<file path="src/sv/sphere_fit_cost_accumulator_unit_assert.svh">
// Assertion macros shared by the sphere fit cost accumulator RTL.
`ifndef SPHERE_FIT_COST_ACCUMULATOR_UNIT_ASSERT_SVH
`define SPHERE_FIT_COST_ACCUMULATOR_UNIT_ASSERT_SVH

// Same-cycle implication, disabled while reset is asserted.
`define SFCA_ASSERT_IMP(lbl, clk, rst_n, ante, cons, msg) \
  lbl: assert property (@(posedge clk) disable iff (!rst_n) (ante) |-> (cons)) \
    else $error(msg);

// Next-cycle implication, disabled while reset is asserted.
`define SFCA_ASSERT_NXT(lbl, clk, rst_n, ante, cons, msg) \
  lbl: assert property (@(posedge clk) disable iff (!rst_n) (ante) |=> (cons)) \
    else $error(msg);

`endif

</file>
<file path="src/sv/sfca_fifo.sv">
// Small register-based FIFO used between the pipeline parts.
module sfca_fifo #(
  parameter int unsigned WIDTH = 8,
  parameter int unsigned DEPTH = 2
) (
  input  logic                         clk_i,
  input  logic                         rst_ni,
  input  logic                         push_i,
  input  logic [WIDTH-1:0]             data_i,
  output logic                         full_o,
  input  logic                         pop_i,
  output logic [WIDTH-1:0]             data_o,
  output logic                         empty_o,
  output logic [$clog2(DEPTH+1)-1:0]   count_o
);

  localparam int unsigned PTR_W = (DEPTH > 1) ? $clog2(DEPTH) : 1;
  localparam int unsigned CNT_W = $clog2(DEPTH + 1);

  logic [WIDTH-1:0] mem_q [DEPTH];
  logic [PTR_W-1:0] wr_ptr_q, rd_ptr_q;
  logic [CNT_W-1:0] count_q;
  logic             do_push, do_pop;

  assign full_o  = (count_q == CNT_W'(DEPTH));
  assign empty_o = (count_q == '0);
  assign count_o = count_q;
  assign data_o  = mem_q[rd_ptr_q];
  assign do_push = push_i && !full_o;
  assign do_pop  = pop_i && !empty_o;

  // Storage, no reset needed
  always_ff @(posedge clk_i) begin
    if (do_push) begin
      mem_q[wr_ptr_q] <= data_i;
    end
  end

  // Pointers and fill count
  always_ff @(posedge clk_i or negedge rst_ni) begin
    if (!rst_ni) begin
      wr_ptr_q <= '0;
      rd_ptr_q <= '0;
      count_q  <= '0;
    end else begin
      if (do_push) begin
        wr_ptr_q <= (wr_ptr_q == PTR_W'(DEPTH - 1)) ? '0 : wr_ptr_q + 1'b1;
      end
      if (do_pop) begin
        rd_ptr_q <= (rd_ptr_q == PTR_W'(DEPTH - 1)) ? '0 : rd_ptr_q + 1'b1;
      end
      case ({do_push, do_pop})
        2'b10:   count_q <= count_q + 1'b1;
        2'b01:   count_q <= count_q - 1'b1;
        default: count_q <= count_q;
      endcase
    end
  end

endmodule

</file>
<file path="config.mk">
export PLATFORM = sky130hd
export DESIGN_NAME = sfca_fifo
export DESIGN_NICKNAME = d
export VERILOG_FILES = /design/src/sv/sphere_fit_cost_accumulator_unit_assert.svh /design/src/sv/sfca_fifo.sv
export SDC_FILE = /design/constraint.sdc
export NUM_CORES = 1
export LEC_CHECK = 0
export BUFFER_PORTS_ARGS = -buffer_cell sky130_fd_sc_hd__buf_2
export CORE_UTILIZATION = 39
export CTS_CLUSTER_SIZE = 20
export DETAILED_ROUTE_END_ITERATION = 8
export GPL_ROUTABILITY_DRIVEN = 1
export GPL_TIMING_DRIVEN = 0
export SYNTH_ARGS = -nofsm -noshare
export SYNTH_HDL_FRONTEND = slang
export SYNTH_SLANG_ARGS = --single-unit
</file>
<file path="constraint.sdc">
create_clock -name clk_i -period 3.6 [get_ports clk_i]
set_input_delay 0 -clock clk_i [delete_from_list [all_inputs] [get_ports clk_i]]
set_output_delay 0 -clock clk_i [all_outputs]
set_load 0.02 [all_outputs]
</file>
After elaboration in Yosys (flattened, before gate mapping)
Memory sizes are Yosys's and may differ from the RTL's.
Index checks and enable logic that the tools add are counted.
{"block": "classes", "order_cmp": 0, "n_mul": 0, "n_reduce_logical": 6, "n_mux": 5, "n_addsub": 4, "eq_ne": 3, "n_shift": 0, "n_div": 0, "bitwise": 0}
{"operator": "$eq 2x2->1 const B", "n": 2}
{"operator": "$mux 1", "n": 4}
{"operator": "$pmux 2 s2", "n": 1}
{"operator": "$add 1x1->1 const B", "n": 2}
{"operator": "$add 2x1->2 const B", "n": 1}
{"operator": "$eq 2x1->1 const B", "n": 1}
{"operator": "$logic_and 1x1->1", "n": 2}
{"operator": "$logic_not 1->1", "n": 2}
{"operator": "$logic_not 2->1", "n": 1}
{"operator": "$reduce_bool 2->1", "n": 1}
{"operator": "$sub 2x1->2 const B", "n": 1}
{"block": "word_totals", "out_inout_bits": 12, "latch_bits": 0, "ram_bits": 16, "n_memories": 1, "word_cells": 22, "mem_bits_ro": 0, "inputBits": 12, "ff_bits": 4}
{"memory": "mem_q", "words": 2, "word_bits": 8, "read_ports": 1, "rd_clocked_by_memory_dff": 0, "wr": 1, "line": "sfca_fifo.sv:20", "source": "logic [WIDTH-1:0] mem_q [DEPTH];"}

Longest topological paths before layout
Gate-level depths: netlist of run 1.
{"block": "depth", "depth_word": 5, "ltp_mapped": 6, "ltp_nobuf": 6}

Worst setup path after synthesis of run 1
No wires, ideal clock.
{"block": "synth_timing", "kind": "register to register", "start": "register count_q[0] (netlist: count_o[0])", "end": "register count_q[1] (netlist: count_o[1])", "n_path_buf": 0, "synth_period_minus_slack_ns": 1.606, "setup_time_ns": 0.080, "slack_ns": 1.994, "stages_incl_launch_ff": 6, "required_ns": 3.520, "t_arrival_ns": 1.526, "path_cell_list": "dfrtp_1 nor2_1 nor2b_2 ha_1 nor2_1 xor2_1"}
{"block": "synth_between", "elab_chain_cells": 5, "elab_cells_between_ends": 12, "classes_between": "add/sub (2); eq/ne (3); mux (1); reduce/logical (6)"}
{"item": "start: declaration", "line": "sfca_fifo.sv:22", "source": "logic [CNT_W-1:0] count_q;"}
{"item": "start signal: assignment", "line": "sfca_fifo.sv:53", "source": "2'b10: count_q <= count_q + 1'b1;"}
{"item": "start signal: assignment", "line": "sfca_fifo.sv:54", "source": "2'b01: count_q <= count_q - 1'b1;"}
{"item": "start signal: assignment", "line": "sfca_fifo.sv:55", "source": "default: count_q <= count_q;"}
{"item": "$logic_not 2->1 (*)", "line": "sfca_fifo.sv:26", "source": "assign empty_o = (count_q == '0);"}
{"item": "named net empty_o", "line": "sfca_fifo.sv:13", "source": "output logic empty_o,"}
{"item": "$logic_not 1->1 (*)", "line": "sfca_fifo.sv:30", "source": "assign do_pop = pop_i && !empty_o;"}
{"item": "$logic_and 1x1->1 (*)", "line": "sfca_fifo.sv:30"}
{"item": "named net do_pop", "line": "sfca_fifo.sv:23", "source": "logic do_push, do_pop;"}
{"item": "$eq 2x1->1 / $eq 2x2->1 (equally long branches)", "line": "sfca_fifo.sv:52", "source": "case ({do_push, do_pop})"}
{"item": "$pmux 2 s2 / $reduce_bool 2->1 (equally long branches)"}
The timed path passes the listed nets; every way through them passes the cells marked *.
A chain may end at the register's enable or synchronous reset.

Final worst setup path of run 1
{"block": "layout_timing", "start": "register count_q[0] (netlist: count_o[0])", "end": "memory mem_q[0][1], enable pin"}
{"block": "layout_between", "elab_chain_cells": 5}
{"item": "$eq 2x2->1", "line": "sfca_fifo.sv:25", "source": "assign full_o = (count_q == CNT_W'(DEPTH));"}
{"item": "$logic_not 1->1", "line": "sfca_fifo.sv:29", "source": "assign do_push = push_i && !full_o;"}
{"item": "$logic_and 1x1->1", "line": "sfca_fifo.sv:29"}
{"item": "$mux 1", "line": "sfca_fifo.sv:34", "source": "if (do_push) begin"}
{"item": "$mux 1 (implied by the code)", "line": "sfca_fifo.sv:35", "source": "mem_q[wr_ptr_q] <= data_i;"}
{"item": "end: declaration", "line": "sfca_fifo.sv:20"}
No other way between the ends.

==> impl_metrics.tcl, run 1 <==
set metrics [dict create \
    outcome "finished, final reports clean" \
    dr.pass1.iters 3 \
    finalMaxSlewViolations 0 \
    drtIter0Drc 7 \
    power.density_nw_per_um2 759.6 \
    syn_avg_cell_area_um2 17.95 \
    top_usage_layer "met2" \
    layout_setup_ws_ns 1.999 \
    synthMuxAreaShare_pct 11.67 \
    synth-xor-area-share_pct 5.673 \
    ys_warn_count 0 \
    total_power_mw 0.7860 \
    worstMarginPinSlew_ns 0.6718 \
    yosys.area_share.simple_pct 4.700 \
    drive_above_1_share_pct 45.57 \
    core-area_um2 1783 \
    initial_core_util_pct 43.30 \
    hold_class "in -> async" \
    peakVddDrop_v 0.0003845 \
    clock-sinks 20 \
    synth-compound-area-share_pct 0 \
    ys_seq_area_share_pct 75.20 \
    track_usage_pct 12.26 \
    clockBufferDepth 2 \
    use_met2_pct 20.56 \
    finalHoldViolCount 0 \
    worstPathArrival_ns 1.53 \
    fillCellCount 150 \
    p_leak_nw 0.4274 \
    synth_cells 43 \
    ys_seq_elements 20 \
    cts_buffers 3 \
    die_h_um 46.49 \
    port_buffers 23 \
    finalNetCount 93 \
    end_kind "flop" \
    postPlaceCellArea_um2 918.4 \
    place_congestion 0.6749 \
    grtUsageMet1_pct 12.91 \
    cts.repair.resized 0 \
    grt_pass1_vias 418 \
    antenna_cells 0 \
    synth_nets 56 \
    die-area_um2 2161 \
    rsz0062_at_grt "false" \
    htree_levels 1 \
    max_freq_ghz 0.6247 \
    cts_tree "yes" \
    area_growth_pct 34.04 \
    drt.antenna.violating_nets 0 \
    grt_pass1_wl_um 1711 \
    critical_path_required_ns 3.53 \
    vias 459 \
    min_period_ns 1.601 \
    yosysUniqueCellTypes 13 \
    grt_max_degree 12 \
    clk_latency_ns 0.29 \
    drv_cap 0 \
    drc 0 \
    root_buffer "clkbuf_4" \
    period_share_pct 44.46 \
    path_class "reg -> reg" \
    rows 15 \
    netlist_area_um2 772.0 \
    relSlewSlack_pct 55.05 \
    grt_antenna_before_repair 0 \
    routed_wl_um 1125 \
    final.setup.tns_ns 0 \
    design_area_um2 1035 \
    wl_per_cell_um 10.82 \
    overflow 0 \
    preCtsSetupSlack_ns 1.937 \
    crit_fanout 8 \
    ioPinCount 24 \
    finalSetupViolCount 0 \
    die_width_um 46.49 \
    worstSetupStartpointType "flop" \
    clkTransAtPathRegs_ns 0.10 \
    fin_skew_ns 0.003450 \
    vias_per_cell 4.413 \
    grtUsageMet3_pct 4.706 \
    synth_fa_ha_area_share_pct 1.621 \
    synth_top_family_by_area "multiplexers" \
    postCtsSetupBuffers 0 \
]
## area by class of cell
type	count	area (um^2)	area share (%)
inverter	1	3.754	0.3628
clock inverter	1	3.754	0.3628
buffer	1	5.005	0.4837
clock buffer	3	22.52	2.177
sequential	20	580.6	56.11
tap	25	31.28	3.023
timing repair buffer	32	205.2	19.83
multi-input combinational	21	182.7	17.65
## power by group
part / switching (mW) / leakage [nW] / internal [mW]
logic: 0.191 / 0.217 / 0.141
clock network: 0.0625 / 0.0154 / 0.0403
registers: 0.0281 / 0.195 / 0.324
total: 0.282 / 0.427 / 0.504
## layout by cell type, fill, tap and decap left out
master         synthesis  routed
inv_1                  1       1
nand2_1                1       1
nand2b_1               1       1
xnor2_1                3       3
edfxtp_1              16      16
nor2b_2                1       1
xor2_1                 2       2
mux2_2                 8       8
buf_2                  1      24
nor2_1                 3       3
dlygate4sd3_1          0       9
dfrtp_1                4       4
clkbuf_4               0       3
clkinv_1               0       1
and3_1                 1       1
ha_1                   1       1
## state kept, by name, summed over array words and instances (netlist names)
name,count
mem_q,16
count_o,2
rd_ptr_q,1
wr_ptr_q,1
## cell usage after synthesis
cell type,instances,area share (%)
ha_1,1,1.6
nand2_1,1,0.49
nand2b_1,1,0.81
edfxtp_1,16,62
xnor2_1,3,3.4
nor2b_2,1,1.1
xor2_1,2,2.3
dfrtp_1,4,13
nor2_1,3,1.5
inv_1,1,0.49
mux2_2,8,12
buf_2,1,0.65
and3_1,1,0.81
## critical path: stages, from the launching register on
cell and delay [ns]:
dfrtp_1 0.44, nand2b_1 0.16, nand2_1 0.11, nor2_1 0.54
## per-layer routing
layer | part of all wire [%] | wire, um
met1 | 41 | 465
met2 | 54 | 613
met3 | 4.0 | 45
met4 | 0 | 0
met5 | 0 | 0
## per-stage QoR
step / std cells / util (%) / hold WS (ns)
after detailed placement: 91 / 51.51 / -0.1880
after global routing: 104 / 58.04 / 0.02459
after global placement: 91 / 51.51 / -0.1877
after floorplan: 43 / - / -0.2956
after CTS: 104 / 58.04 / 0.02154
final: 104 / 58.04 / 0.02801
## worst paths after layout
check	slack, ns	cells past startpoint	endpoint	from
setup / recovery	2.00	3	mem_q[0][1]$_DFFE_PP_	count_o[0]$_DFFE_PN0P_
hold / removal	0.03	2	rd_ptr_q$_DFFE_PN0P_	rst_ni
setup reg to reg	2.00	3	mem_q[0][1]$_DFFE_PP_	count_o[0]$_DFFE_PN0P_
hold reg to reg	0.50	1	wr_ptr_q$_DFFE_PN0P_	wr_ptr_q$_DFFE_PN0P_
max in group asynchronous	3.46	2	wr_ptr_q$_DFFE_PN0P_	rst_ni
min in group clk_i	0.03	3	wr_ptr_q$_DFFE_PN0P_	push_i
## what timing repair did
action / CTS / global route
hold buffers: 9 / 0
setup endpoints to repair: 0 / 0
endpoints found under the hold margin: 20 / 0
## cells by family (layout without fill, tap and decap cells)
group	count (synthesis)	count (layout)
XOR/XNOR	5	5
AND/OR/NAND/NOR	7	7
adder cells (fa/ha/maj)	1	1
buffers and inverters	2	38
flip-flops	20	20
multiplexers	8	8
(Power assumes the default switching activity.)
==> run 2, diff against run 1 <==
--- a/config.mk
+++ b/config.mk
@@ -11,6 +11,7 @@
 export DETAILED_ROUTE_END_ITERATION = 8
 export GPL_ROUTABILITY_DRIVEN = 1
 export GPL_TIMING_DRIVEN = 0
+export PLACE_DENSITY = 0.66
 export SYNTH_ARGS = -nofsm -noshare
 export SYNTH_HDL_FRONTEND = slang
 export SYNTH_SLANG_ARGS = --single-unit
==> constraint.sdc (replaced) <==
create_clock -name clk_i -period 1.3 [get_ports clk_i]
set_input_delay 0 -clock clk_i [delete_from_list [all_inputs] [get_ports clk_i]]
set_output_delay 0 -clock clk_i [all_outputs]
set_load 0.02 [all_outputs]
==> impl_metrics.tcl, run 2 (synthesized netlist as in run 1, its figures left out) <==
set metrics [dict create \
    outcome "finished with violations" \
    violations "setup timing" \
    grt_max_degree 13 \
    drc 0 \
    port_buffers 23 \
    total_power_mw 3.017 \
    die-area_um2 2161 \
    worstSetupStartpointType "flop" \
    finalMaxSlewViolations 0 \
    cts_tree "yes" \
    post-dp-hpwl_um 834.6 \
    max_freq_ghz 0.7568 \
    dr.pass1.iters 2 \
    drv_cap 0 \
    core-area_um2 1783 \
    postPlaceCellArea_um2 958.4 \
    htree_levels 1 \
    grt_antenna_before_repair 0 \
    rows 15 \
    layout_setup_ws_ns -0.02132 \
    clock-sinks 20 \
    clk_latency_ns 0.31 \
    final_core_util_pct 70.53 \
    clockBufferDepth 2 \
    path_class "reg -> out" \
    track_usage_pct 14.01 \
    seqCellArea_um2 583.1 \
    overflow 0 \
    internal_power_mw 2.021 \
    fin_skew_ns 0.008021 \
    rsz0062_at_grt "true" \
    clkTransAtPathRegs_ns 0.12 \
    initial_core_util_pct 43.30 \
    p_leak_nw 0.5398 \
    combPwrFrac_pct 49.0 \
    period_share_pct 101.6 \
    crit_fanout 5 \
    mostFrequentLayoutCells "edfxtp_1, buf_2, buf_6, dlygate4sd3_1, mux2_4" \
    p_seq_share_pct 34.1 \
    root_buffer "clkbuf_4" \
    vias 506 \
    relSlewSlack_pct 83.42 \
    drive_above_1_share_pct 62.35 \
    finalSetupViolCount 5 \
    grt_pass1_wl_um 1966 \
    worstPathArrival_ns 1.32 \
    area_growth_pct 62.89 \
    swShare_pct 33.03 \
    vias_per_cell 4.600 \
    wl_per_cell_um 14.34 \
    design_area_um2 1257 \
    grt_pass1_vias 453 \
    p_sw_mw 0.9967 \
    critical_path_required_ns 1.30 \
    worstMarginPinSlew_ns 0.2482 \
    cts_buffers 3 \
    fillCellCount 126 \
    min_period_ns 1.321 \
    largest_register_ffs 16 \
    top_register "mem_q" \
    pwr-share-clk_pct 16.9 \
    drt.antenna.violating_nets 0 \
    hold_class "in -> async" \
    end_kind "output pin" \
    antenna_cells 0 \
    place_congestion 0.6280 \
    routed_wl_um 1577 \
    final_common_cell "edfxtp_1" \
    ioPinCount 24 \
    finalHoldViolCount 0 \
    peakVddDrop_v 0.001250 \
    drtIter0Drc 3 \
    multi_input_area_um2 271.5 \
    power.density_nw_per_um2 2399 \
    die_h_um 46.49 \
    finalNetCount 99 \
    die_width_um 46.49 \
]
[run 2: cell types whose count changed in the layout (fill, tap and decap cells not counted), moves of 3 or more]
cell / previous run / this run
buf_4: 0 / 5
mux2_2: 8 / 0
buf_2: 24 / 15
nor2_1: 3 / 0
mux2_4: 0 / 8
buf_6: 0 / 10
[run 2: power by group through the flow]
stage                     Sequential, mW  Combinational (mW)  Clock [mW]
after floorplan                     1.06               0.690           0
after global placement              1.03               0.979           0
after detailed placement            1.03               0.987           0
after CTS                           1.02                1.14       0.513
after global routing                1.05                1.57       0.538
final                               1.03                1.48       0.510
[run 2: metrics by stage]
stage | hold WS, ns | setup slack [ns] | std cells | setup TNS [ns]
floorplan | -0.2956 | -0.06529 | 43 | -0.06529
global placement | -0.1859 | -0.05992 | 91 | -0.5234
detailed placement | -0.1864 | -0.06877 | 91 | -0.4934
CTS | 0.004738 | -0.01592 | 106 | -0.04348
global route | 0.01854 | -0.06747 | 110 | -0.4087
finish | 0.01631 | -0.02132 | 110 | -0.06802
[run 2: final cells by class]
cell class	count	area share, %
clock inverters	1	2.388
flip-flops and latches	20	46.37
multi-input cells	21	21.59
plain buffers	1	0.8955
clock buffers	3	1.791
well taps	25	2.488
repair buffers	38	24.18
inverters	1	0.2985
[run 2: what timing repair did]
item                                    in CTS  in global routing
pin swaps                                    1                  1
gates cloned                                 0                  1
endpoints found under the setup margin      17                  9
hold endpoints to repair                    20                  0
gates resized for setup                      6                 27
hold buffers                                 9                  0
setup buffers                                2                  3
[run 2: per-layer routing]
metal  up-vias  track usage (%)  part of all wire (%)
li1        240                -                     -
met1       244            16.79                    40
met2        20            23.06                    55
met3         2            3.529                   3.9
met4         0            7.059                  0.89
met5         -                0                     0
[run 2: critical path, cell delays in order (launching register included)]
cell and delay [ns]:
dfrtp_1 0.42, buf_6 0.15, mux2_4 0.31, buf_6 0.13
[run 2: worst paths after layout]
kind,from,endpoint,slack (ns),cells after the start
min in group clk_i,pop_i,rd_ptr_q$_DFFE_PN0P_,0.05,3
worst max-delay path,rd_ptr_q$_DFFE_PN0P_,data_o[6],-0.02,3
worst min register to register,wr_ptr_q$_DFFE_PN0P_,wr_ptr_q$_DFFE_PN0P_,0.55,1
max in group asynchronous,rst_ni,count_o[0]$_DFFE_PN0P_,1.15,2
worst max register to register,count_o[0]$_DFFE_PN0P_,count_o[1]$_DFFE_PN0P_,0.03,6
worst min-delay path,rst_ni,count_o[1]$_DFFE_PN0P_,0.02,2
==> run 3, diff against run 2 <==
--- a/config.mk
+++ b/config.mk
@@ -5,13 +5,14 @@
 export SDC_FILE = /design/constraint.sdc
 export NUM_CORES = 1
 export LEC_CHECK = 0
+export ABC_AREA = 1
 export BUFFER_PORTS_ARGS = -buffer_cell sky130_fd_sc_hd__buf_2
 export CORE_UTILIZATION = 39
 export CTS_CLUSTER_SIZE = 20
 export DETAILED_ROUTE_END_ITERATION = 8
 export GPL_ROUTABILITY_DRIVEN = 1
 export GPL_TIMING_DRIVEN = 0
-export PLACE_DENSITY = 0.66
+export PLACE_DENSITY = 0.65
 export SYNTH_ARGS = -nofsm -noshare
 export SYNTH_HDL_FRONTEND = slang
 export SYNTH_SLANG_ARGS = --single-unit
==> constraint.sdc (replaced) <==
create_clock -name clk_i -period 1.21 [get_ports clk_i]
set_input_delay 0 -clock clk_i [delete_from_list [all_inputs] [get_ports clk_i]]
set_output_delay 0 -clock clk_i [all_outputs]
set_load 0.02 [all_outputs]
==> impl_metrics.tcl, run 3 <==
set metrics [dict create \
    preCtsSetupSlack_ns -0.09281 \
    post-dp-hpwl_um 1004 \
    rsz0062_at_grt "true" \
    drc 0 \
    crit_fanout 8 \
    finalSetupViolCount 9 \
    ys.flop_type "edfxtp_1" \
    drv_cap 0 \
    top_register "mem_q" \
    antenna_cells 0 \
    cts_tree "yes" \
    vias 675 \
    drive_above_1_share_pct 56.45 \
    fin_skew_ns 0.006280 \
    synth_top_area_share_pct 58.81 \
    ys_warn_count 0 \
    die_width_um 47.77 \
    vias_per_cell 4.470 \
    max_freq_ghz 0.7992 \
    crit_slowest_cell "dfrtp_2" \
    path_class "reg -> reg" \
    grt_pass1_wl_um 2256 \
    final.setup.tns_ns -0.3131 \
    initial_core_util_pct 41.65 \
    grt_max_degree 12 \
    htree_levels 1 \
    end_kind "flop" \
    worstSetupStartpointType "flop" \
    ys_seq_elements 20 \
    overflow 0 \
    critical_path_required_ns 1.20 \
    core-area_um2 1962 \
    min_period_ns 1.251 \
    dp_cells 124 \
    cts_buffers 3 \
    finalNetCount 138 \
    synth_edf_count 16 \
    root_buffer "clkbuf_4" \
    synthArstFlopShare_pct 20.00 \
    yosysTopAreaCell "edfxtp_1" \
    area_growth_pct 67.08 \
    r2r-end "mem_q[1][2]$_DFFE_PP_" \
    drtIter0Drc 22 \
    final_common_cell "nand2_1" \
    design_area_um2 1365 \
    routed_wl_um 1789 \
    worstPathArrival_ns 1.24 \
    worstMarginPinSlew_ns 0.2543 \
    die_h_um 47.77 \
    port_buffers 23 \
    postPlaceCellArea_um2 993.5 \
    clockBufferDepth 2 \
    grt_pass1_vias 560 \
    path_cells "clkinv_4, o21ai_4, buf_4, nor2_4" \
    yosysUniqueCellTypes 14 \
    hold_class "in -> reg" \
    die-area_um2 2282 \
    finalMaxSlewViolations 0 \
    mostFrequentLayoutCells "nand2_1, edfxtp_1, buf_6, buf_2, nand2_2" \
    synthMostInstantiatedCell "nand2_1" \
    ff2ff_path_depth 4 \
    track_usage_pct 15.17 \
    clock-sinks 20 \
    grt_antenna_before_repair 0 \
    dr.pass1.iters 4 \
    synth_cells 74 \
    peakVddDrop_v 0.001867 \
    r2r_slack_ns -0.04 \
    rows 16 \
    timing.rr.start "count_o[1]$_DFFE_PN0P_" \
    cp-endpoint "mem_q[1][2]$_DFFE_PP_" \
    outcome "finished with violations" \
    power.density_nw_per_um2 2477 \
    finalHoldViolCount 0 \
    worst_path_largest_cell_delay_ns 0.44 \
    place_congestion 0.6837 \
    violations "setup timing" \
    p_leak_nw 0.6137 \
    synth_common_cells "nand2_1, edfxtp_1, inv_1" \
    layout_setup_ws_ns -0.04117 \
    synth_area_leaders "edfxtp_1, nand2_1, dfrtp_1, inv_1, nand3_1" \
    ioPinCount 24 \
    startpoint "count_o[1]$_DFFE_PN0P_" \
    clkTransAtPathRegs_ns 0.11 \
    netlist_area_um2 817.0 \
    hold_ws_ns 0.01598 \
    relSlewSlack_pct 83.01 \
    clk_latency_ns 0.29 \
    synth_nets 87 \
    wl_per_cell_um 11.85 \
    period_share_pct 103.4 \
    syn_avg_cell_area_um2 11.04 \
    ys_seq_area_share_pct 71.06 \
    stdcell_count 151 \
    largest_register_ffs 16 \
    drt.antenna.violating_nets 0 \
]
-- run 3: changes by cell type in the layout (fill, tap and decap cells not counted), sizes merged, moves of 2 or more --
cell    previous run  this run
inv                1         9
clkinv             0         2
nand2              1        34
xor2               2         0
mux2               8         0
buf               30        36
xnor2              3         1
nand3              0         3
-- run 3: report_power, final --
group	internal (mW)	total, mW	switching [mW]
Combinational	0.927	1.99	1.06
Clock	0.120	0.318	0.198
Sequential	0.964	1.07	0.108
-- run 3: worst min path at each step --
stage / from / to / slack (ns) / depth (start not counted)
6_report: push_i / wr_ptr_q$_DFFE_PN0P_ / 0.02 / 3
5_1_grt: push_i / wr_ptr_q$_DFFE_PN0P_ / 0.02 / 3
4_1_cts: rst_ni / count_o[0]$_DFFE_PN0P_ / 0.02 / 2
3_5_place_dp: rst_ni / wr_ptr_q$_DFFE_PN0P_ / -0.19 / 1
3_3_place_gp: rst_ni / wr_ptr_q$_DFFE_PN0P_ / -0.19 / 1
2_1_floorplan: rst_ni / count_o[0]$_DFFE_PN0P_ / -0.30 / 0
-- run 3: per-layer routing --
layer,vias to the layer above,share of wire [%],global-route usage [%]
li1,339,-,-
met1,319,42,18.07
met2,13,54,26.22
met3,4,2.4,3.396
met4,0,1.7,6.667
met5,-,0,0
-- run 3: per-stage QoR --
stage / util, % / power (mW)
finish: 69.58 / 3.381
global route: 69.58 / 3.598
CTS: 61.73 / 2.872
detailed placement: 50.64 / 2.269
global placement: 50.64 / 2.238
floorplan: - / 1.918
-- run 3: cells by family after synthesis --
logic type                 Yosys count  share of synthesized area (%)
adders and majority gates            1                          1.531
DFF                                 20                          71.06
buffers and inverters               11                          5.207
and+or+nand+nor                     40                          20.06
xor gates and xnor gates             1                          1.072
AOI/OAI and AO/OA                    1                          1.072
-- run 3: cell type report --
cell class                 instances  area, um^2
fill                             147       596.8
sequential                        20       583.1
timing repair buffer              45       376.6
multi-input combinational         43       274.0
inverter                          10       52.55
tap                               27       33.78
clock buffer                       3       22.52
buffer                             1       11.26
timing repair inverter             1       7.507
clock inverter                     1       3.754
-- run 3: timing repair --
action	in CTS	in global routing
gates cloned	1	1
endpoints found under the hold margin	21	0
setup endpoints to repair	17	29
setup buffers	8	3
gates resized for setup	6	42
pin swaps	6	13
hold buffers	10	0
-- run 3: critical path: cells and delay by family (launching register included) --
kind / cells / cell delay [ns]
and+or+nand+nor: 1 / 0.21
AOI/OAI and AO/OA: 1 / 0.07
DFF: 1 / 0.44
buffers and inverters: 2 / 0.22
