**src/sv/sphere_fit_cost_accumulator_unit_assert.svh**
```systemverilog
// Assertion macros shared by the sphere fit cost accumulator RTL.
`ifndef SPHERE_FIT_COST_ACCUMULATOR_UNIT_ASSERT_SVH
`define SPHERE_FIT_COST_ACCUMULATOR_UNIT_ASSERT_SVH

// Same-cycle implication, disabled while reset is asserted.
`define SFCA_ASSERT_IMP(lbl, clk, rst_n, ante, cons, msg) \
  lbl: assert property (@(posedge clk) disable iff (!rst_n) (ante) |-> (cons)) \
    else $error(msg);

// Next-cycle implication, disabled while reset is asserted.
`define SFCA_ASSERT_NXT(lbl, clk, rst_n, ante, cons, msg) \
  lbl: assert property (@(posedge clk) disable iff (!rst_n) (ante) |=> (cons)) \
    else $error(msg);

`endif

```
**src/sv/sfca_pkg.sv**
```systemverilog
// Types and constants shared by the sphere fit cost accumulator modules.
package sfca_pkg;

  localparam int unsigned COORD_W      = 32;
  localparam int unsigned RADIUS_W     = 31;
  localparam int unsigned D2_W         = 66;
  localparam int unsigned COST_W       = 48;
  localparam int unsigned APB_ADDR_W   = 4;
  localparam int unsigned APB_DATA_W   = 32;
  localparam int unsigned ITEM_Q_DEPTH = 4;
  localparam int unsigned ITEM_QCNT_W  = $clog2(ITEM_Q_DEPTH + 1);
  localparam int unsigned RES_Q_DEPTH  = 2;

  localparam logic [RADIUS_W-1:0] RADIUS_RESET = 31'd65536;

  // Register indexes (byte address = 4 * index)
  localparam logic [1:0] REG_CENTER_X = 2'd0;
  localparam logic [1:0] REG_CENTER_Y = 2'd1;
  localparam logic [1:0] REG_CENTER_Z = 2'd2;
  localparam logic [1:0] REG_RADIUS   = 2'd3;

  typedef struct packed {
    logic [COORD_W-1:0]  center_x;
    logic [COORD_W-1:0]  center_y;
    logic [COORD_W-1:0]  center_z;
    logic [RADIUS_W-1:0] radius;
  } cfg_t;

  // Word passed from the front end to the back end
  typedef struct packed {
    logic [D2_W-1:0] d2;
    logic            last;
  } item_t;

  // Result word
  typedef struct packed {
    logic [COST_W-1:0] cost;
    logic              sat;
  } res_t;

endpackage

```
**src/sv/sfca_regs.sv**
```systemverilog
// APB configuration registers: sphere centre and radius.
module sfca_regs (
  input  logic                             clk_i,
  input  logic                             rst_ni,
  input  logic                             psel,
  input  logic                             penable,
  input  logic                             pwrite,
  input  logic [sfca_pkg::APB_ADDR_W-1:0]  paddr,
  input  logic [sfca_pkg::APB_DATA_W-1:0]  pwdata,
  output logic [sfca_pkg::APB_DATA_W-1:0]  prdata,
  output logic                             pready,
  output sfca_pkg::cfg_t                   cfg_o
);
  import sfca_pkg::*;

  cfg_t       cfg_q;
  logic [1:0] reg_idx;
  logic       wr_en;

  assign pready  = 1'b1;
  assign reg_idx = paddr[3:2];
  assign wr_en   = psel && penable && pwrite && pready;
  assign cfg_o   = cfg_q;

  // Register writes
  always_ff @(posedge clk_i or negedge rst_ni) begin
    if (!rst_ni) begin
      cfg_q.center_x <= '0;
      cfg_q.center_y <= '0;
      cfg_q.center_z <= '0;
      cfg_q.radius   <= RADIUS_RESET;
    end else if (wr_en) begin
      case (reg_idx)
        REG_CENTER_X: cfg_q.center_x <= pwdata;
        REG_CENTER_Y: cfg_q.center_y <= pwdata;
        REG_CENTER_Z: cfg_q.center_z <= pwdata;
        REG_RADIUS:   cfg_q.radius   <= pwdata[RADIUS_W-1:0];
        default:      cfg_q          <= cfg_q;
      endcase
    end
  end

  // Read mux
  always_comb begin
    case (reg_idx)
      REG_CENTER_X: prdata = cfg_q.center_x;
      REG_CENTER_Y: prdata = cfg_q.center_y;
      REG_CENTER_Z: prdata = cfg_q.center_z;
      REG_RADIUS:   prdata = {1'b0, cfg_q.radius};
      default:      prdata = '0;
    endcase
  end

endmodule

```
**config.mk**
```make
export PLATFORM = sky130hd
export DESIGN_NAME = sfca_regs
export DESIGN_NICKNAME = d
export VERILOG_FILES = /design/src/sv/sphere_fit_cost_accumulator_unit_assert.svh /design/src/sv/sfca_pkg.sv /design/src/sv/sfca_regs.sv
export SDC_FILE = /design/constraint.sdc
export NUM_CORES = 1
export LEC_CHECK = 0
export CORE_MARGIN = 10
export CORE_UTILIZATION = 45
export CTS_CLUSTER_DIAMETER = 30
export DETAILED_ROUTE_END_ITERATION = 12
export DONT_BUFFER_PORTS = 1
export GPL_TIMING_DRIVEN = 0
export MAX_ROUTING_LAYER = met4
export PLACE_DENSITY_LB_ADDON = 0.15
export SYNTH_ARGS = -nofsm -noshare
export SYNTH_HDL_FRONTEND = slang
export SYNTH_SLANG_ARGS = --single-unit
```
**constraint.sdc**
```tcl
create_clock -name clk_i -period 2.05 [get_ports clk_i]
set_input_delay 0.3075 -clock clk_i [delete_from_list [all_inputs] [get_ports clk_i]]
set_output_delay 0.3075 -clock clk_i [all_outputs]
set_load 0.05 [all_outputs]
```
-- After elaboration in Yosys (flattened, before gate mapping)
Index checks and enable logic that the tools add are counted.
- equality and inequality tests: 3
- muxes and demuxes: 1
- reduce and logical (&&, ||, !) cells: 7
- operator list (kind ; count):
    32-bit case mux with 4 select lines ; 1
    2-bit AND reduction ; 4
    2-bit equality test, second input constant ; 2
    2-bit by 1-bit equality test with 1-bit output, second input constant ; 1
    1-bit logical AND ; 2
    2-bit zero test ; 1
- register bits after elaboration: 127
- input bits: 41

-- Logic depth before layout (Yosys ltp)
Gate-level depths: netlist of the first run.
- depth after elaboration: 3
- depth in mapped cells: 6
- gate-level depth less buffers: 3

-- Worst setup path before layout of the first run
No wires, ideal clock.
- kind: input to output
- start point: input port paddr[2] (netlist bit)
- end point: output port prdata[31] (netlist bit)
- arrival time: 1.955 ns
- data required time: 1.742 ns
- slack: -0.213 ns
- stages: 4
- cells stage by stage: buf_4 > buf_2 > mux2i_1 > o21ai_0
- longest elaborated chain between the ends: 2
- ends and longest elaborated chain (what ; line ; RTL):
    start, declared ; sfca_regs.sv:8 ; input logic [sfca_pkg::APB_ADDR_W-1:0] paddr,
    2-bit equality test (tied with other cells) ; sfca_regs.sv:45 ; case (reg_idx)
    32-bit case mux with 4 select lines (*) ; sfca_regs.sv:45 ;
    end, declared ; sfca_regs.sv:10 ; output logic [sfca_pkg::APB_DATA_W-1:0] prdata,
Every way passes the cells marked *; elsewhere a longest branch is shown, timed or not.

-- Worst setup path in the final report of the first run
- start point: register cfg_q (netlist bit cfg_o[51])
- end point: output port prdata[20] (netlist bit)
- longest elaborated chain between the ends: 1
- ends and longest elaborated chain (what ; line ; RTL):
    start, declared ; sfca_regs.sv:16 ; cfg_t cfg_q;
    start signal, assigned ; sfca_regs.sv:38 ; default: cfg_q <= cfg_q;
    32-bit case mux with 4 select lines ; sfca_regs.sv:45 ;
No other way between the ends.

==> results of run 1 <==
## through the flow
step	std cells	hold WS [ps]	setup WS, ps	util [%]	instance area [um2]
3_3_place_gp	487	16.1	-70.5	48.2	5830
2_1_floorplan	319	11.9	161	-	5620
4_1_cts	519	-427	1.66	52.5	6360
6_report	519	-411	40.1	52.8	6400
3_5_place_dp	487	15.9	-111	48.2	5830
5_1_grt	519	-437	0.730	52.8	6400
## what timing repair did
action,4_1_cts,5_1_grt
setup endpoints to repair,4,22
endpoints found under the hold margin,127,127
pin swaps,0,0
buffers inserted,0,0
gates resized for setup,6,31
## path summary, 6_finish.rpt
| kind | startpoint | end | slack [ps] |
|---|---|---|---|
| setup / recovery | cfg_o[51] | prdata[20] | 40 |
| hold / removal | rst_ni | cfg_o[18] | -410 |
| setup reg to reg | cfg_o[118] | cfg_o[118] | 990 |
| hold reg to reg | cfg_o[7] | cfg_o[7] | 750 |
| max in group asynchronous | rst_ni | cfg_o[4] | 2220 |
| min in group clk_i | pwdata[7] | cfg_o[7] | 30 |
## power by group
group | switching [uW] | internal, uW
Combinational | 935 | 780
Clock | 1020 | 1590
Sequential | 2730 | 3090
## cells in the final DEF (no fill, tap or decap)
cell type / netlist / layout
clkbuf_8: 0 / 2
nor2_1: 1 / 1
inv_2: 1 / 1
mux2_1: 4 / 4
or2_1: 1 / 1
clkbuf_16: 0 / 17
buf_6: 3 / 3
or3_1: 1 / 1
conb_1: 1 / 1
clkinv_2: 0 / 8
mux4_2: 31 / 31
clkbuf_2: 0 / 1
buf_4: 3 / 3
dfrtp_2: 0 / 33
clkbuf_1: 4 / 8
buf_2: 13 / 13
dfstp_2: 1 / 1
dfrtp_1: 126 / 93
mux2_2: 93 / 93
mux2i_1: 1 / 1
nand4_1: 1 / 1
o21ai_4: 0 / 1
nand3_1: 2 / 2
mux2_4: 30 / 30
nor3_2: 1 / 1
## logic make-up (layout without fill, tap and decap cells)
family	Yosys count	in the layout	synth area share, %
flip-flops	127	127	56.6
AO/OA/AOI/OAI	1	1	0.0889
multiplexers	159	159	40.0
other	1	1	0.0667
buffers and inverters	24	56	2.49
AND/OR/NAND/NOR	7	7	0.757
## area by class of cell
cell class	instances	area share, %
Clock buffer	24	7.37
Clock inverter	8	0.626
Buffer	23	2.15
Tap cell	168	3.29
Sequential cell	127	50.3
Inverter	1	0.0587
Multi-Input combinational cell	168	36.2
## routing by layer
| metal | global-route usage, % | up-vias | wire [um] |
|---|---|---|---|
| met2 | 26.0 | 131 | 6970 |
| met4 | 6.37 | 0 | 228 |
| met1 | 18.9 | 1630 | 5570 |
| li1 | - | 1229 | - |
| met3 | 8.84 | 20 | 1490 |
| met5 | - | - | 0 |
==> metrics.csv, run 1 <==
stage;metric;value;unit
timing;Final Hold Fails;127;
drt;Post-route DRC;0;
logic_synthesis;synthesis-stage register bit count;127;
logic_synthesis;register area share after synthesis;56.6;%
logic_synthesis;top post-synthesis cells by area;dfrtp_1 56%, mux2_2 19%, mux4_2 12%;
global_route;Overall Global Routing Usage;17.1;%
floorplanning;Starting Density;46.4;%
logic_synthesis;Cells after Synth;319;
placement;IO Port Bufs;0;
timing;Max Clock Freq;0.498;GHz
timing;count of final setup violators;0;
setup_path;slowest cell on the critical path;mux4_2;
setup_path;crit path kind;flip-flop to output pin;
power;VDD IR max;0.719;mV
timing;RSZ-0062 raised after global routing;no;
logic_synthesis;Synth Flop Type;dfrtp_1;
layout;Largest register FFs;127;
floorplanning;die area;17400;um2
setup_path;Critical Path Stages;1;
timing;Final TNS setup;0;ps
layout;area of the multi-input gates;2310;um2
power;Leakage;0.00280;uW
logic_synthesis;Ys Warns;0;
timing;clock period minus worst slack;2010;ps
floorplanning;die height;132;um
status;violated checks;negative hold slack;
global_route;vias in the first global route;3398;
global_route;gr ovfl total;0;
status;status;complete, but fails checks;
global_route;pin count of the biggest net entering global routing;128;
layout;Area Growth Syn to Fin;13.8;%
drt;DRT Wirelength;14300;um
drt;DR vias;3010;
setup_path;Startpoint Class;flip-flop;
logic_synthesis;cell with the most instances after synthesis;dfrtp_1;
placement;detailed placer's ending HPWL;10200;um
drt;mean routed wirelength per cell;27.5;um
setup_path;Worst Path Buf+Inv;0;
clocking;TritonCTS clock tree;yes;
layout;filler instances;1033;
layout;Seq. cell area;3220;um2
drt;Pre-antenna DRT Iters;4;
timing;slew margin rel.;51.0;%
clocking;Max Root-Sink Buffers;2;
floorplanning;Boundary Pins;201;
timing;hold slack final;-411;ps
clocking;clock tree sinks;127;
job;MaxCap Viol Count;0;
clocking;clk_lat worst skew;400;ps
setup_path;Worst R2R Path Depth;1;
layout;layout cells sized above 1;67.8;%
timing;Worst-Margin Slew;735;ps
setup_path;CP Data Required Time;1740;ps
logic_synthesis;leading area contributor after synthesis;dfrtp_1;
setup_path;Worst Setup End Kind;output pin;
power;Pwr Density;1590;nW/um2
timing;Tcrit/Tclk final;98.0;%
logic_synthesis;number of flops mapped to enable cells by yosys;0;
logic_synthesis;Post-Synthesis Cell Area;5620;um2
placement;RD Place Congestion;0.772;
logic_synthesis;share of synthesized flip-flops with an asynchronous set or reset;100;%
power;total chip power;10100;uW
drt;routed vias/inst;5.80;
logic_synthesis;syn nets;360;
setup_path;CP max FO;3;
logic_synthesis;library cells used by synthesis;20;
clocking;root buffer cell;clkbuf_16;
layout;NumNets Final;379;
setup_path;Worst path top cell family by delay;multiplexers;
logic_synthesis;Post-synth top cells;126 x dfrtp_1, 93 x mux2_2, 31 x mux4_2;
floorplanning;Core ar.;12100;um2
setup_path;WP data arrival;1700;ps
timing;Setup Skew;0;ps
logic_synthesis;Synth top area share;56.1;%
floorplanning;# rows;40;
drt;Final ANT Viol Nets;0;
setup_path;CP peak stage delay;710;ps
layout;antenna cell count;0;
clocking;H-tree depth;4;
setup_path;critical-path cell list;mux4_2;
floorplanning;Die Wd;132;um
clocking;CTS Buf Count;17;
logic_synthesis;Syn Area/Cell;17.6;um2
worst_hold_path;Hold Crit Class;input pin to async pin;
timing;Slew Viols, Final;0;
drt;Iteration-0 DRC Markers;180;
global_route;first-pass GRT wire length;22200;um
clocking;Clock Pin Slew Worst Setup and Hold Paths;60;ps
global_route;antenna violations before repair;0;
Power figures use the tool's default switching activity.
==> run 2, diff against run 1 <==
--- a/config.mk
+++ b/config.mk
@@ -11,6 +11,7 @@
 export DETAILED_ROUTE_END_ITERATION = 12
 export DONT_BUFFER_PORTS = 1
 export GPL_TIMING_DRIVEN = 0
+export HOLD_SLACK_MARGIN = 0.06
 export MAX_ROUTING_LAYER = met4
 export PLACE_DENSITY_LB_ADDON = 0.15
 export SYNTH_ARGS = -nofsm -noshare
==> metrics.csv, run 2 (same netlist as run 1, synthesis figures left out) <==
stage;metric;value;unit;change
global_route;vias in the first global route;3553;;was 3398
layout;post-route cell area;6720;um2;was 6400 um2
setup_path;Worst Setup End Kind;output pin;;unchanged
setup_path;r2r endpoint;cfg_o[122];;was cfg_o[118]
placement;DP Area;5830;um2;unchanged
setup_path;Critical Path Start;cfg_o[51];;unchanged
clocking;setup repair bufs after CTS;0;;unchanged
layout;most common cell after layout, fill and taps aside;mux2_2;;
setup_path;Worst R2R Path Depth;1;;unchanged
timing;hold slack final;-408;ps;was -411 ps
timing;count of final setup violators;0;;unchanged
timing;Max Clock Freq;0.497;GHz;was 0.498 GHz
global_route;Overall Global Routing Usage;17.4;%;was 17.1%
timing;Final TNS setup;0;ps;unchanged
setup_path;FF-to-FF setup slack;990;ps;about the same
setup_path;WP data arrival;1700;ps;about the same
drt;DRT Wirelength;14400;um;was 14300 um
job;MaxCap Viol Count;0;;unchanged
floorplanning;# rows;40;;unchanged
timing;Slew Viols, Final;0;;unchanged
drt;routed vias/inst;5.68;;was 5.80
floorplanning;Starting Density;46.4;%;unchanged
setup_path;Worst path top cell family by delay;multiplexers;;unchanged
power;VDD IR max;0.718;mV;was 0.719 mV
timing;clock period minus worst slack;2010;ps;about the same
layout;Area Growth Syn to Fin;19.5;%;was 13.8%
setup_path;Worst R2R Start;cfg_o[122];;was cfg_o[118]
clocking;root buffer cell;clkbuf_16;;unchanged
setup_path;Worst Path Buf+Inv;0;;unchanged
timing;Final WS setup;38.1;ps;was 40.1 ps
clocking;CTS Buf Count;17;;unchanged
floorplanning;Core ar.;12100;um2;unchanged
drt;Final ANT Viol Nets;0;;unchanged
clocking;clk_lat worst skew;410;ps;was 400 ps
setup_path;slowest cell on the critical path;mux4_2;;unchanged
floorplanning;Boundary Pins;201;;unchanged
layout;layout cells sized above 1;62.4;%;was 67.8%
placement;IO Port Bufs;0;;unchanged
global_route;first-pass GRT wire length;22700;um;was 22200 um
placement;RD Place Congestion;0.772;;unchanged
layout;area of the multi-input gates;2310;um2;unchanged
layout;Largest register FFs;127;;unchanged
clocking;Max Root-Sink Buffers;2;;unchanged
placement;detailed placer's ending HPWL;10200;um;unchanged
clocking;Clock Pin Slew Worst Setup and Hold Paths;50;ps;was 60 ps
placement;pre-CTS setup slack;-111;ps;unchanged
power;Leakage;0.00293;uW;was 0.00280 uW
timing;slew margin rel.;51.9;%;was 51.0%
timing;RSZ-0062 raised after global routing;no;;unchanged
worst_hold_path;Hold Crit Class;input pin to async pin;;unchanged
clocking;TritonCTS clock tree;yes;;unchanged
drt;Pre-antenna DRT Iters;4;;unchanged
layout;most frequent cells in the layout;93 x mux2_2, 92 x dfrtp_1, 34 x dfrtp_2;;was 93 x mux2_2, 93 x dfrtp_1, 33 x dfrtp_2
setup_path;Startpoint Class;flip-flop;;unchanged
clocking;H-tree depth;4;;unchanged
drt;Iteration-0 DRC Markers;166;;was 180
layout;filler instances;1005;;was 1033
drt;DR vias;3128;;was 3010
clocking;clock tree sinks;127;;unchanged
status;status;complete, but fails checks;;unchanged
clocking;CTS Hold Bufs;32;;
floorplanning;die area;17400;um2;unchanged
setup_path;CP peak stage delay;710;ps;about the same
global_route;antenna violations before repair;0;;unchanged
power;Pwr Density;1520;nW/um2;was 1590 nW/um2
drt;mean routed wirelength per cell;26.2;um;was 27.5 um
layout;Seq. cell area;3220;um2;about the same
layout;NumNets Final;411;;was 379
timing;Final Hold Fails;127;;unchanged
layout;antenna cell count;0;;unchanged
global_route;gr ovfl total;0;;unchanged
global_route;pin count of the biggest net entering global routing;128;;unchanged
setup_path;crit path kind;flip-flop to output pin;;unchanged
timing;Worst-Margin Slew;721;ps;was 735 ps
layout;Util after Layout;55.5;%;was 52.8%
setup_path;CP Data Required Time;1740;ps;about the same
timing;Tcrit/Tclk final;98.1;%;was 98.0%
setup_path;CP max FO;3;;unchanged
floorplanning;die height;132;um;unchanged
drt;Post-route DRC;0;;unchanged
setup_path;critical-path cell list;mux4_2;;unchanged
floorplanning;Die Wd;132;um;unchanged
timing;Setup Skew;0;ps;unchanged
status;violated checks;negative hold slack;;unchanged
[run 2: cell count changes in the layout (fill, tap and decap cells not counted)]
cell | previous run | this run
dlygate4sd3_1 | 0 | 32
dfrtp_1 | 93 | 92
dfrtp_2 | 33 | 34
[run 2: worst max-delay path by stage]
stage / to / depth (start not counted)
4_1_cts: prdata[20] / 1
2_1_floorplan: prdata[31] / 4
3_3_place_gp: prdata[31] / 4
6_report: prdata[20] / 1
5_1_grt: prdata[3] / 1
3_5_place_dp: prdata[31] / 4
[run 2: final cells by class]
type | instances | area share [%]
buffer | 23 | 2.05
clock buffer | 24 | 7.02
clock inverter | 8 | 0.596
inverter | 1 | 0.0559
multi-input combinational | 168 | 34.4
sequential | 127 | 48.0
tap | 168 | 3.13
timing repair buffer | 32 | 4.77
[run 2: power by group]
group          switching, uW  internal [uW]  leakage (uW)
Combinational            970            822       0.00116
Clock                   1020           1590      0.000261
Sequential              2730           3090       0.00152
[run 2: routing by layer]
metal | share of wire [%] | GRT usage (%) | wire length, um
met5 | 0 | - | 0
met4 | 1.7 | 6.30 | 239
met3 | 9.9 | 8.16 | 1430
met2 | 49 | 26.7 | 7090
met1 | 39 | 19.5 | 5680
[run 2: per-stage QoR]
step	std cells	power [uW]
2_1_floorplan	319	7180
3_3_place_gp	487	7550
5_1_grt	551	10600
6_report	551	10200
3_5_place_dp	487	7590
4_1_cts	551	10300
[run 2: timing repair]
item,CTS,global route
setup endpoints to repair,4,23
gates cloned,0,0
gates resized for setup,6,32
endpoints found under the hold margin,254,127
==> run 3, diff against run 2 <==
--- a/config.mk
+++ b/config.mk
@@ -6,14 +6,15 @@
 export NUM_CORES = 1
 export LEC_CHECK = 0
 export CORE_MARGIN = 10
-export CORE_UTILIZATION = 45
+export CORE_UTILIZATION = 55
 export CTS_CLUSTER_DIAMETER = 30
 export DETAILED_ROUTE_END_ITERATION = 12
 export DONT_BUFFER_PORTS = 1
 export GPL_TIMING_DRIVEN = 0
 export HOLD_SLACK_MARGIN = 0.06
 export MAX_ROUTING_LAYER = met4
-export PLACE_DENSITY_LB_ADDON = 0.15
+export PLACE_DENSITY = 0.7
+export REMOVE_ABC_BUFFERS = 1
 export SYNTH_ARGS = -nofsm -noshare
 export SYNTH_HDL_FRONTEND = slang
 export SYNTH_SLANG_ARGS = --single-unit
==> metrics.csv, run 3 (same netlist as run 1, synthesis figures left out) <==
stage;metric;value;unit;change
status;status;complete, but fails checks;;unchanged
status;violated checks;negative hold slack;;unchanged
global_route;Overall Global Routing Usage;19.2;%;was 17.4%
clocking;root buffer cell;clkbuf_8;;was clkbuf_16
layout;post-route cell area;6850;um2;was 6720 um2
setup_path;Worst R2R Start;cfg_o[62];;was cfg_o[122]
setup_path;r2r endpoint;cfg_o[62];;was cfg_o[122]
global_route;gr ovfl total;0;;unchanged
clocking;clk_lat worst skew;500;ps;was 410 ps
setup_path;Worst Path Buf+Inv;0;;unchanged
placement;pre-CTS setup slack;109;ps;was -111 ps
setup_path;critical-path cell list;mux4_2;;unchanged
floorplanning;# rows;36;;was 40
timing;RSZ-0062 raised after global routing;yes;;was no
timing;Final Hold Fails;127;;unchanged
timing;slew margin rel.;37.1;%;was 51.9%
floorplanning;Boundary Pins;201;;unchanged
clocking;Clock Pin Slew Worst Setup and Hold Paths;60;ps;was 50 ps
setup_path;CP peak stage delay;680;ps;was 710 ps
clocking;setup repair bufs after CTS;0;;unchanged
clocking;H-tree depth;4;;unchanged
setup_path;critical path endpoint;prdata[8];;was prdata[20]
setup_path;Worst path top cell family by delay;multiplexers;;unchanged
drt;Final ANT Viol Nets;0;;unchanged
global_route;vias in the first global route;3451;;was 3553
drt;Post-route DRC;0;;unchanged
setup_path;Critical Path Start;cfg_o[8];;was cfg_o[51]
timing;clock period minus worst slack;2020;ps;was 2010 ps
layout;layout cells sized above 1;87.9;%;was 62.4%
placement;IO Port Bufs;0;;unchanged
floorplanning;Core ar.;9860;um2;was 12100 um2
job;MaxCap Viol Count;0;;unchanged
floorplanning;die height;121;um;was 132 um
setup_path;CP Data Required Time;1740;ps;about the same
clocking;Max Root-Sink Buffers;2;;unchanged
global_route;first-pass GRT wire length;21200;um;was 22700 um
placement;DP Area;5740;um2;was 5830 um2
clocking;CTS Hold Bufs;32;;unchanged
clocking;clock tree sinks;127;;unchanged
drt;Pre-antenna DRT Iters;6;;was 4
layout;antenna cell count;0;;unchanged
floorplanning;Die Wd;121;um;was 132 um
global_route;antenna violations before repair;0;;unchanged
power;Leakage;0.00280;uW;was 0.00293 uW
setup_path;Critical Path Stages;1;;unchanged
setup_path;crit path kind;flip-flop to output pin;;unchanged
setup_path;CP max FO;3;;unchanged
power;VDD IR max;0.771;mV;was 0.718 mV
layout;Largest register FFs;127;;unchanged
drt;Iteration-0 DRC Markers;178;;was 166
timing;Max Clock Freq;0.494;GHz;was 0.497 GHz
setup_path;Worst R2R Path Depth;1;;unchanged
setup_path;Worst Setup End Kind;output pin;;unchanged
clocking;CTS Buf Count;17;;unchanged
layout;Area Growth Syn to Fin;21.9;%;was 19.5%
drt;DRT Wirelength;13700;um;was 14400 um
drt;routed vias/inst;6.08;;was 5.68
worst_hold_path;Hold Crit Class;input pin to async pin;;unchanged
floorplanning;Starting Density;57.0;%;was 46.4%
placement;detailed placer's ending HPWL;9070;um;was 10200 um
drt;mean routed wirelength per cell;27.6;um;was 26.2 um
timing;Slew Viols, Final;0;;unchanged
timing;Setup Skew;0;ps;unchanged
timing;Tcrit/Tclk final;98.7;%;was 98.1%
placement;placed cell count;432;;was 487
clocking;TritonCTS clock tree;yes;;unchanged
layout;most frequent cells in the layout;125 x dfrtp_2, 93 x mux2_2, 32 x dlygate4sd3_1;;was 93 x mux2_2, 92 x dfrtp_1, 34 x dfrtp_2
timing;hold slack final;-506;ps;was -408 ps
setup_path;slowest cell on the critical path;mux4_2;;unchanged
global_route;pin count of the biggest net entering global routing;128;;unchanged
timing;Worst-Margin Slew;941;ps;was 721 ps
setup_path;Startpoint Class;flip-flop;;unchanged
setup_path;FF-to-FF setup slack;1010;ps;was 990 ps
timing;Final WS setup;27.1;ps;was 38.1 ps
layout;Post-Layout Cell Count;496;;was 551
layout;NumNets Final;391;;was 411
drt;DR vias;3018;;was 3128
placement;RD Place Congestion;0.743;;was 0.772
setup_path;WP data arrival;1720;ps;was 1700 ps
timing;count of final setup violators;0;;unchanged
floorplanning;die area;14700;um2;was 17400 um2
power;Pwr Density;1580;nW/um2;was 1520 nW/um2
layout;most common cell after layout, fill and taps aside;dfrtp_2;;was mux2_2
[run 3: changes by cell type in the layout (fill, tap and decap cells not counted), sizes merged]
cell / before / now
clkinv: 8 / 3
bufinv: 0 / 4
clkbuf: 28 / 20
inv: 1 / 2
clkinvlp: 0 / 4
buf: 19 / 3
[run 3: metal layers]
metal  vias up  track usage (%)  part of all wire [%]
li1       1254                -                     -
met3         7             8.61                   9.7
met4         0             5.05                  0.54
met2       138             30.1                    51
met1      1619             22.1                    39
met5         -                -                     0
[run 3: what timing repair did]
| item | 4_1_cts | 5_1_grt |
|---|---|---|
| resized for setup | 127 | 0 |
| cloned | 0 | 0 |
| hold endpoints to repair | 254 | 127 |
| endpoints found under the setup margin | 32 | 26 |
[run 3: cell type report]
cell class / instances / area [um2]
clock inverters: 12 / 185
clock buffers: 20 / 435
flip-flops and latches: 127 / 3340
multi-input cells: 168 / 2330
inverters: 1 / 3.75
well taps: 133 / 166
fillers: 630 / 3010
repair buffers: 35 / 395
[run 3: how the worst min path moves through the flow]
stage           start          to  slack [ps]  cells after the start
2_1_floorplan  rst_ni    cfg_o[0]          10                      0
3_3_place_gp   rst_ni   cfg_o[88]          20                      0
3_5_place_dp   rst_ni  cfg_o[120]          20                      0
4_1_cts        rst_ni  cfg_o[120]        -530                      0
5_1_grt        rst_ni   cfg_o[88]        -540                      0
6_report       rst_ni   cfg_o[88]        -510                      0
[run 3: metrics by stage]
| step | util, % | hold slack, ps | total power [uW] | TNS, ps |
|---|---|---|---|---|
| global route | 69.4 | -543 | 11200 | -232 |
| finish | 69.4 | -506 | 10800 | 0 |
| CTS | 69.4 | -527 | 10900 | -11.8 |
| global placement | 57.3 | 15.9 | 7470 | -94690 |
| floorplan | - | 11.9 | 7150 | -13320 |
| detailed placement | 58.2 | 16.0 | 7550 | 0 |
[run 3: power by group]
group / total (uW) / leakage, uW / switching (uW) / internal [uW]
clock network: 3110 / 0.000288 / 1100 / 2020
registers: 5930 / 0.00141 / 2740 / 3190
logic: 1750 / 0.00110 / 938 / 814
total: 10800 / 0.00280 / 4770 / 6020
